==> src/rtl/core/extent_block_translator_core_assert.svh <==
// ----------------------------------------------------------------------------
// Extent block translator assertion macros
// Property wrappers on clk with rst as the disable condition.
// ----------------------------------------------------------------------------
`ifndef EXTENT_BLOCK_TRANSLATOR_CORE_ASSERT_SVH
`define EXTENT_BLOCK_TRANSLATOR_CORE_ASSERT_SVH
`ifndef SYNTHESIS
`define EBT_ASSERT_IMP(name, ante, cons) \
  name: assert property (@(posedge clk) disable iff (rst) (ante) |-> (cons)) \
    else $error("ebt: same-cycle check failed");
`define EBT_ASSERT_NEXT(name, ante, cons) \
  name: assert property (@(posedge clk) disable iff (rst) (ante) |=> (cons)) \
    else $error("ebt: next-cycle check failed");
`else
`define EBT_ASSERT_IMP(name, ante, cons)
`define EBT_ASSERT_NEXT(name, ante, cons)
`endif
`endif

==> src/rtl/core/ebt_pkg.sv <==
`timescale 1ns / 1ps
// ----------------------------------------------------------------------------
// ebt_pkg
// Shared types and constants of the extent block translator.
// ----------------------------------------------------------------------------
package ebt_pkg;

  localparam logic FUNC_LOAD   = 1'b0;
  localparam logic FUNC_LOOKUP = 1'b1;

  localparam logic REG_EXTENTS_IN_USE = 1'b0;

  localparam int BLOCK_W = 64;
  localparam int LEN_W   = 16;
  localparam int SLOT_W  = 3;
  localparam int COUNT_W = 4;

  localparam int IDX_LSB   = 0;
  localparam int START_LSB = IDX_LSB + SLOT_W;
  localparam int LEN_LSB   = START_LSB + BLOCK_W;
  localparam int PHYS_LSB  = LEN_LSB + LEN_W;
  localparam int BLK_LSB   = PHYS_LSB + BLOCK_W;
  localparam int IN_BITS   = BLK_LSB + BLOCK_W;
  localparam int IN_DATA_W = ((IN_BITS + 7) / 8) * 8;

  typedef struct packed {
    logic [BLOCK_W-1:0] phys;
    logic [LEN_W-1:0]   len;
    logic [BLOCK_W-1:0] start;
  } entry_t;

  typedef struct packed {
    logic write;
    logic start;
    logic issue;
    logic capture;
    logic out_load;
  } cmd_t;

  typedef struct packed {
    logic limit_zero;
    logic last_idx;
    logic hit;
    logic miss_last;
    logic out_free;
  } status_t;

endpackage

==> src/rtl/core/ebt_ctrl.sv <==
`timescale 1ns / 1ps
// ----------------------------------------------------------------------------
// ebt_ctrl
// Sequencer: takes requests, runs the table scan, hands off the result.
// ----------------------------------------------------------------------------
module ebt_ctrl (
  input  logic             clk,
  input  logic             rst,
  input  logic             s_tvalid,
  input  logic             s_func,
  output logic             s_tready,
  input  ebt_pkg::status_t st,
  output ebt_pkg::cmd_t    cmd
);

  typedef enum logic [1:0] {
    IDLE,
    SCAN,
    DELIVER
  } state_t;

  state_t state;
  state_t state_next;
  logic   issued_all;

  assign s_tready = (state == IDLE);

  always_comb begin
    cmd        = '0;
    state_next = state;
    unique case (state)
      IDLE: begin
        if (s_tvalid) begin
          if (s_func == ebt_pkg::FUNC_LOAD) begin
            cmd.write = 1'b1;
          end else begin
            cmd.start  = 1'b1;
            state_next = st.limit_zero ? DELIVER : SCAN;
          end
        end
      end
      SCAN: begin
        cmd.issue = !issued_all;
        if (st.hit) begin
          cmd.capture = 1'b1;
          state_next  = DELIVER;
        end else if (st.miss_last) begin
          state_next = DELIVER;
        end
      end
      DELIVER: begin
        if (st.out_free) begin
          cmd.out_load = 1'b1;
          state_next   = IDLE;
        end
      end
      default: state_next = IDLE;
    endcase
  end

  always_ff @(posedge clk) begin
    if (rst) begin
      state      <= IDLE;
      issued_all <= 1'b0;
    end else begin
      state <= state_next;
      if (cmd.start) begin
        issued_all <= 1'b0;
      end else if (cmd.issue && st.last_idx) begin
        issued_all <= 1'b1;
      end
    end
  end

endmodule

==> src/rtl/core/ebt_datapath.sv <==
`timescale 1ns / 1ps
// ----------------------------------------------------------------------------
// ebt_datapath
// Extent table memory, scan pipeline, range check and result registers.
// ----------------------------------------------------------------------------
module ebt_datapath #(
  parameter int TABLE_ENTRIES = 8
) (
  input  logic                          clk,
  input  logic                          rst,
  input  ebt_pkg::cmd_t                 cmd,
  output ebt_pkg::status_t              st,
  input  logic [ebt_pkg::SLOT_W-1:0]    entry_index,
  input  logic [ebt_pkg::BLOCK_W-1:0]   entry_logical_start,
  input  logic [ebt_pkg::LEN_W-1:0]     entry_length,
  input  logic [ebt_pkg::BLOCK_W-1:0]   entry_physical_start,
  input  logic [ebt_pkg::BLOCK_W-1:0]   lookup_block,
  input  logic [ebt_pkg::COUNT_W-1:0]   extents_in_use,
  input  logic                          out_ready,
  output logic                          out_valid,
  output logic [ebt_pkg::BLOCK_W-1:0]   out_phys,
  output logic                          out_mapped
);

  localparam int IDX_W = (TABLE_ENTRIES > 1) ? $clog2(TABLE_ENTRIES) : 1;
  localparam int CNT_W = $clog2(TABLE_ENTRIES + 1);
  localparam int LIM_W = (CNT_W > ebt_pkg::COUNT_W) ? CNT_W : ebt_pkg::COUNT_W;
  localparam int WA_W  = IDX_W + ebt_pkg::SLOT_W;

  ebt_pkg::entry_t mem [TABLE_ENTRIES];

  logic [LIM_W-1:0]            cfg_ext;
  logic [LIM_W-1:0]            limit;
  logic [WA_W-1:0]             slot_ext;
  logic                        slot_ok;
  logic [IDX_W-1:0]            idx;
  logic [ebt_pkg::BLOCK_W-1:0] blk;

  logic                        a_valid;
  logic                        a_last;
  ebt_pkg::entry_t             a_entry;

  logic                        b_valid;
  logic                        b_last;
  logic                        b_borrow;
  logic [ebt_pkg::BLOCK_W-1:0] b_diff;
  logic [ebt_pkg::LEN_W-1:0]   b_len;
  logic [ebt_pkg::BLOCK_W-1:0] b_phys;
  logic [ebt_pkg::BLOCK_W:0]   diff_full;
  logic                        hit;

  logic [ebt_pkg::BLOCK_W-1:0] res_phys;
  logic                        res_mapped;

  assign cfg_ext  = LIM_W'(extents_in_use);
  assign limit    = (cfg_ext > LIM_W'(TABLE_ENTRIES)) ? LIM_W'(TABLE_ENTRIES) : cfg_ext;
  assign slot_ext = WA_W'(entry_index);
  assign slot_ok  = slot_ext < WA_W'(TABLE_ENTRIES);

  assign diff_full = {1'b0, blk} - {1'b0, a_entry.start};
  assign hit = b_valid && !b_borrow
            && (b_diff[ebt_pkg::BLOCK_W-1:ebt_pkg::LEN_W] == '0)
            && (b_diff[ebt_pkg::LEN_W-1:0] < b_len);

  assign st.limit_zero = (limit == '0);
  assign st.last_idx   = ((LIM_W'(idx) + LIM_W'(1)) == limit);
  assign st.hit        = hit;
  assign st.miss_last  = b_valid && b_last && !hit;
  assign st.out_free   = !out_valid || out_ready;

  always_ff @(posedge clk) begin
    if (cmd.write && slot_ok) begin
      mem[slot_ext[IDX_W-1:0]] <= '{phys:  entry_physical_start,
                                    len:   entry_length,
                                    start: entry_logical_start};
    end
    if (cmd.issue) begin
      a_entry <= mem[idx];
    end
  end

  always_ff @(posedge clk) begin
    if (rst) begin
      idx       <= '0;
      a_valid   <= 1'b0;
      a_last    <= 1'b0;
      b_valid   <= 1'b0;
      b_last    <= 1'b0;
      out_valid <= 1'b0;
    end else begin
      if (cmd.start) begin
        idx     <= '0;
        a_valid <= 1'b0;
        b_valid <= 1'b0;
      end else begin
        a_valid <= cmd.issue;
        b_valid <= a_valid;
        if (cmd.issue) begin
          idx    <= idx + IDX_W'(1);
          a_last <= st.last_idx;
        end
        b_last <= a_last;
      end
      if (cmd.out_load) begin
        out_valid <= 1'b1;
      end else if (out_ready) begin
        out_valid <= 1'b0;
      end
    end
  end

  always_ff @(posedge clk) begin
    if (cmd.start) begin
      blk <= lookup_block;
    end
    b_borrow <= diff_full[ebt_pkg::BLOCK_W];
    b_diff   <= diff_full[ebt_pkg::BLOCK_W-1:0];
    b_len    <= a_entry.len;
    b_phys   <= a_entry.phys;
    if (cmd.start) begin
      res_phys   <= '0;
      res_mapped <= 1'b0;
    end else if (cmd.capture) begin
      res_phys   <= b_phys + b_diff;
      res_mapped <= 1'b1;
    end
    if (cmd.out_load) begin
      out_phys   <= res_phys;
      out_mapped <= res_mapped;
    end
  end

endmodule

==> src/rtl/core/extent_block_translator_core.sv <==
`timescale 1ns / 1ps
// ----------------------------------------------------------------------------
// extent_block_translator_core
// Extent table with logical-to-physical block lookup.
// ----------------------------------------------------------------------------
// Load requests (tuser = 0) write one extent slot and give no result. Lookup
// requests (tuser = 1) scan the first min(extents_in_use, TABLE_ENTRIES) slots
// in order, one slot read per cycle from the single read port of the table
// memory, through a three-stage read/subtract/check pipeline; a lookup occupies
// the block until it has scanned up to and including the first hit (all scanned
// slots when none hits), and a lookup with no slots in use goes straight to its
// result; either is held longer while an earlier result still waits in the
// output register. Once the result is in the output register the next request
// is taken while it waits.
module extent_block_translator_core #(
  parameter int TABLE_ENTRIES = 8
) (
  input  logic                          clk,
  input  logic                          rst,
  input  logic                          s_tvalid,
  output logic                          s_tready,
  // entry_index, entry_logical_start, entry_length, entry_physical_start,
  // lookup_block, zero pad
  input  logic [ebt_pkg::IN_DATA_W-1:0] s_tdata,
  // func
  input  logic                          s_tuser,
  output logic                          m_tvalid,
  input  logic                          m_tready,
  // physical_block
  output logic [ebt_pkg::BLOCK_W-1:0]   m_tdata,
  // mapped
  output logic                          m_tuser,
  input  logic                          psel,
  input  logic                          penable,
  input  logic                          pwrite,
  input  logic [2:0]                    paddr,
  input  logic [31:0]                   pwdata,
  output logic [31:0]                   prdata,
  output logic                          pready
);

`include "extent_block_translator_core_assert.svh"

  ebt_pkg::cmd_t                 cmd;
  ebt_pkg::status_t              st;
  logic [ebt_pkg::COUNT_W-1:0]   extents_in_use;
  logic                          cfg_wr;

  assign pready = 1'b1;
  assign cfg_wr = psel && penable && pwrite && pready
               && (paddr[2] == ebt_pkg::REG_EXTENTS_IN_USE);
  assign prdata = (paddr[2] == ebt_pkg::REG_EXTENTS_IN_USE)
               ? {{(32 - ebt_pkg::COUNT_W){1'b0}}, extents_in_use} : '0;

  always_ff @(posedge clk) begin
    if (rst) begin
      extents_in_use <= '0;
    end else if (cfg_wr) begin
      extents_in_use <= pwdata[ebt_pkg::COUNT_W-1:0];
    end
  end

  ebt_ctrl u_ctrl (
    .clk      (clk),
    .rst      (rst),
    .s_tvalid (s_tvalid),
    .s_func   (s_tuser),
    .s_tready (s_tready),
    .st       (st),
    .cmd      (cmd)
  );

  ebt_datapath #(
    .TABLE_ENTRIES (TABLE_ENTRIES)
  ) u_datapath (
    .clk                  (clk),
    .rst                  (rst),
    .cmd                  (cmd),
    .st                   (st),
    .entry_index          (s_tdata[ebt_pkg::START_LSB-1:ebt_pkg::IDX_LSB]),
    .entry_logical_start  (s_tdata[ebt_pkg::LEN_LSB-1:ebt_pkg::START_LSB]),
    .entry_length         (s_tdata[ebt_pkg::PHYS_LSB-1:ebt_pkg::LEN_LSB]),
    .entry_physical_start (s_tdata[ebt_pkg::BLK_LSB-1:ebt_pkg::PHYS_LSB]),
    .lookup_block         (s_tdata[ebt_pkg::IN_BITS-1:ebt_pkg::BLK_LSB]),
    .extents_in_use       (extents_in_use),
    .out_ready            (m_tready),
    .out_valid            (m_tvalid),
    .out_phys             (m_tdata),
    .out_mapped           (m_tuser)
  );

  `EBT_ASSERT_NEXT(a_cfg_write, cfg_wr, extents_in_use == $past(pwdata[ebt_pkg::COUNT_W-1:0]))
  `EBT_ASSERT_IMP(a_unmapped_zero, m_tvalid && !m_tuser, m_tdata == '0)
  `EBT_ASSERT_NEXT(a_lookup_busy, s_tvalid && s_tready && (s_tuser == ebt_pkg::FUNC_LOOKUP), !s_tready)

endmodule
==> config.mk <==
export PLATFORM = sky130hd
export DESIGN_NAME = extent_block_translator_core
export DESIGN_NICKNAME = d
export VERILOG_FILES = /design/src/rtl/core/ebt_pkg.sv /design/src/rtl/core/ebt_ctrl.sv /design/src/rtl/core/ebt_datapath.sv /design/src/rtl/core/extent_block_translator_core.sv
export VERILOG_INCLUDE_DIRS = /design/src /design/src/rtl/core
export SDC_FILE = /design/constraint.sdc
export NUM_CORES = 2
export LEC_CHECK = 0
export ABC_AREA = 0
export BUFFER_PORTS_ARGS = -buffer_cell sky130_fd_sc_hd__buf_2
export CORE_ASPECT_RATIO = 0.75
export CORE_MARGIN = 2
export CORE_UTILIZATION = 30
export DETAILED_ROUTE_END_ITERATION = 7
export GPL_TIMING_DRIVEN = 1
export PLACE_DENSITY = 0.5
export SLEW_MARGIN = 20
export SYNTH_ARGS = -nofsm -noshare
export SYNTH_HDL_FRONTEND = slang
export SYNTH_SLANG_ARGS = --single-unit
==> constraint.sdc <==
create_clock -name clk -period 13.8 [get_ports clk]
set_input_delay 1.38 -clock clk [delete_from_list [all_inputs] [get_ports clk]]
set_output_delay 1.38 -clock clk [all_outputs]
set_load 0.005 [all_outputs]
==> run_results.csv <==
group,metric,value,unit
run_status,outcome,"complete, no violations",
sta,fin_crit_sh,29.62,%
clock_tree,ctsRootBufferMaster,"clkbuf_16",
floorplan,num_rows,148,
floorplan,dieArea,222800,sq um
detailed_routing,wirelength,175400,microns
synthesis,async_flop_share,0,%
sta,rsz0062_at_grt,"no",
grt,grt_pass1_vias,34033,
grt,grt_pass1_wl,248100,microns
detailed_routing,dr.pass1.iters,5,
pwr,cellLeakagePower,25.44,nW
clock_tree,clkLatencyLatePin,0.84,ns
synthesis,yosys-top-cells-area,"edfxtp_1, mux4_2, dfxtp_1",
placed_design,post-dp-hpwl,110000,microns
grt,grt_max_degree,106,
sta,setup_viol,0,
sta,min_period,4.088,ns
clock_tree,cts_buffers,174,
grt,use_met3,3.543,%
detailed_routing,viasPerCell,4.819,
sta,setup_ws,9.712,ns
final_layout,fillers,20608,
final_layout,nNetsFinal,4486,
detailed_routing,drtIter0Drc,2784,
clock_tree,cts_sinks,1650,
placed_design,placed_area,70660,sq um
grt,grt.total_usage,15.39,%
synthesis,netlist_top_cells_count,"edfxtp_1, mux4_2, dfxtp_1",
setup_path,cp_data_required_time,14.21,ns
synthesis,yosys.area.top_type_share,65.12,%
sta,hold_viol_final,0,
final_layout,instances_no_fill,7149,
floorplan,die_h,409.3,microns
final_layout,drive_gt1_share,24.93,%
placed_design,place_inst,6829,
synthesis,ys_ff_latch,1650,
setup_path,arrival,4.50,ns
sta,tns,0,ns
detailed_routing,ant_nets,0,
synthesis,synth_edf_count,1425,
detailed_routing,drc,0,
sta,tightest_slew,1.056,ns
clock_tree,ctsHoldBuffers,0,
sta,maxSlewViolCount,0,
grt,grtUsageMet1,21.84,%
floorplan,coreArea,217400,sq um
clock_tree,tritoncts,"yes",
final_layout,seqCellArea,47310,sq um
pwr,powerDensity,185.0,nW/um^2
placed_design,io_buffers,294,
grt,antenna_found_initial,50,
setup_path,path_max_fanout,47,
final_layout,multiInputGateArea,17360,sq um
sta,fmax,244.6,MHz
synthesis,ys_seq_area_share,71.98,%
grt,grt_use_met2,23.82,%
final_layout,area_growth,16.14,%
synthesis,avgSynthCellArea,17.68,sq um
placed_design,place_congestion,0.8774,
synthesis,yosysTopAreaCell,"edfxtp_1",
grt,top_usage_layer,"met2",
grt,grt-ovfl-total,0,
clock_tree,htree_levels,4,
pwr,ir_drop,97.94,uV
clock_tree,cts_setup_buffers,0,
sta,skew,0.06260,ns
setup_path,critPathKind,"input port to register",
synthesis,synth_area,65710,sq um
flow_run,cap_violations,0,
worst_hold_path,min_path_type,"register to register",
setup_path,setup.worst_path.start_class,"input port",
placed_design,post-place-ws,8.745,ns
clock_tree,clockBufferDepth,4,
clock_tree,path_clk_slew,0.06,ns
synthesis,synth_warnings,0,
detailed_routing,vias,34452,
floorplan,ioPinCount,359,
synthesis,syn_inst,3717,
pwr,finalPower,14.12,mW
sta,relSlewSlack,29.63,%
floorplan,fp.dieW,544.4,microns
final_layout,fin_area,76310,sq um
floorplan,start_util,30.23,%
clock_tree,ctsResizeCount,0,
synthesis,synthFlopType,"edfxtp_1",
synthesis,synth.most_common_cell,"edfxtp_1",
synthesis,yosysUniqueCellTypes,87,
setup_path,cp-end-kind,"register",
detailed_routing,wl_per_cell,24.54,microns
==> state kept, by name, indices dropped and copies added (netlist names) <==
register,cells
extents_in_use,4
u_ctrl.issued_all,1
u_ctrl.state,2
u_datapath.a_entry,144
u_datapath.a_last,1
u_datapath.a_valid,1
u_datapath.b_borrow,1
u_datapath.b_diff,64
u_datapath.b_last,1
u_datapath.b_len,16
u_datapath.b_phys,64
u_datapath.b_valid,1
u_datapath.blk,64
u_datapath.idx,3
u_datapath.mem,1152
u_datapath.out_mapped,1
u_datapath.out_phys,64
u_datapath.out_valid,1
u_datapath.res_mapped,1
u_datapath.res_phys,64
==> metrics by stage <==
step | utilization [%] | hold WS, ns
6_report | 35.10 | 0.3144
5_1_grt | 35.10 | 0.3337
4_1_cts | 35.07 | 0.3086
3_5_place_dp | 32.50 | 0.3269
3_3_place_gp | 32.50 | 0.3248
2_1_floorplan | - | 0.3233
==> power breakdown <==
part	total [mW]	switching, mW	internal, mW
Sequential	6.26	0.344	5.92
Clock	4.65	1.95	2.71
Combinational	3.20	1.93	1.27
Total	14.1	4.22	9.89
==> worst max-delay path, stage by stage <==
cell,delay (ns)
buf_2,0.12
or3_1,0.52
nor2_4,0.65
buf_4,0.85
buf_4,0.91
==> area by class of cell <==
cell class / count / share of cell area (%)
flip-flops and latches: 1650 / 61.99
multi-input cells: 1798 / 22.75
clock buffers: 240 / 6.255
well taps: 2925 / 4.796
repair buffers: 337 / 2.525
clock inverters: 70 / 1.056
inverters: 121 / 0.6017
diodes: 8 / 0.02623
==> layer usage <==
metal	routed length, microns	up-vias
li1	-	15451
met5	218	-
met1	79430	17756
met4	4037	36
met2	80650	922
met3	11060	287
==> cell families (layout without fill, tap and decap cells) <==
group           Yosys count  count (layout)  share of synthesized area [%]
xor+xnor                110             110                          1.466
fa+ha+maj               145             145                          2.784
buf+inv                 296             768                          1.889
compound gates          545             545                          5.478
simple gates            524             524                          3.858
mux                     445             445                          12.54
other cells               2              37                        0.01143
flops                  1650            1650                          71.98
==> cells in the final DEF, fill, tap and decap left out, types with 92 or more instances in the layout <==
cell type / n
nor2_1: 92
a21oi_1: 201
edfxtp_1: 1425
mux4_2: 288
clkbuf_16: 175
nand2_1: 182
ha_1: 143
buf_2: 294
mux2_2: 144
dfxtp_1: 222
inv_1: 120
==> worst paths after layout <==
check / start / depth (start not counted) / end / slack (ns)
hold / removal: u_datapath.a_entry[85]$_DFFE_PP_ / 0 / u_datapath.b_phys[5]$_DFF_P_ / 0.31
setup / recovery: s_tuser / 5 / u_datapath.mem[4][92]$_DFFE_PP_ / 9.71
setup reg to reg: u_ctrl.state[1]$_SDFFE_PP0P_ / 6 / u_datapath.mem[4][92]$_DFFE_PP_ / 9.74
hold reg to reg: u_datapath.a_entry[85]$_DFFE_PP_ / 0 / u_datapath.b_phys[5]$_DFF_P_ / 0.31
Power figures use the tool's default switching activity.
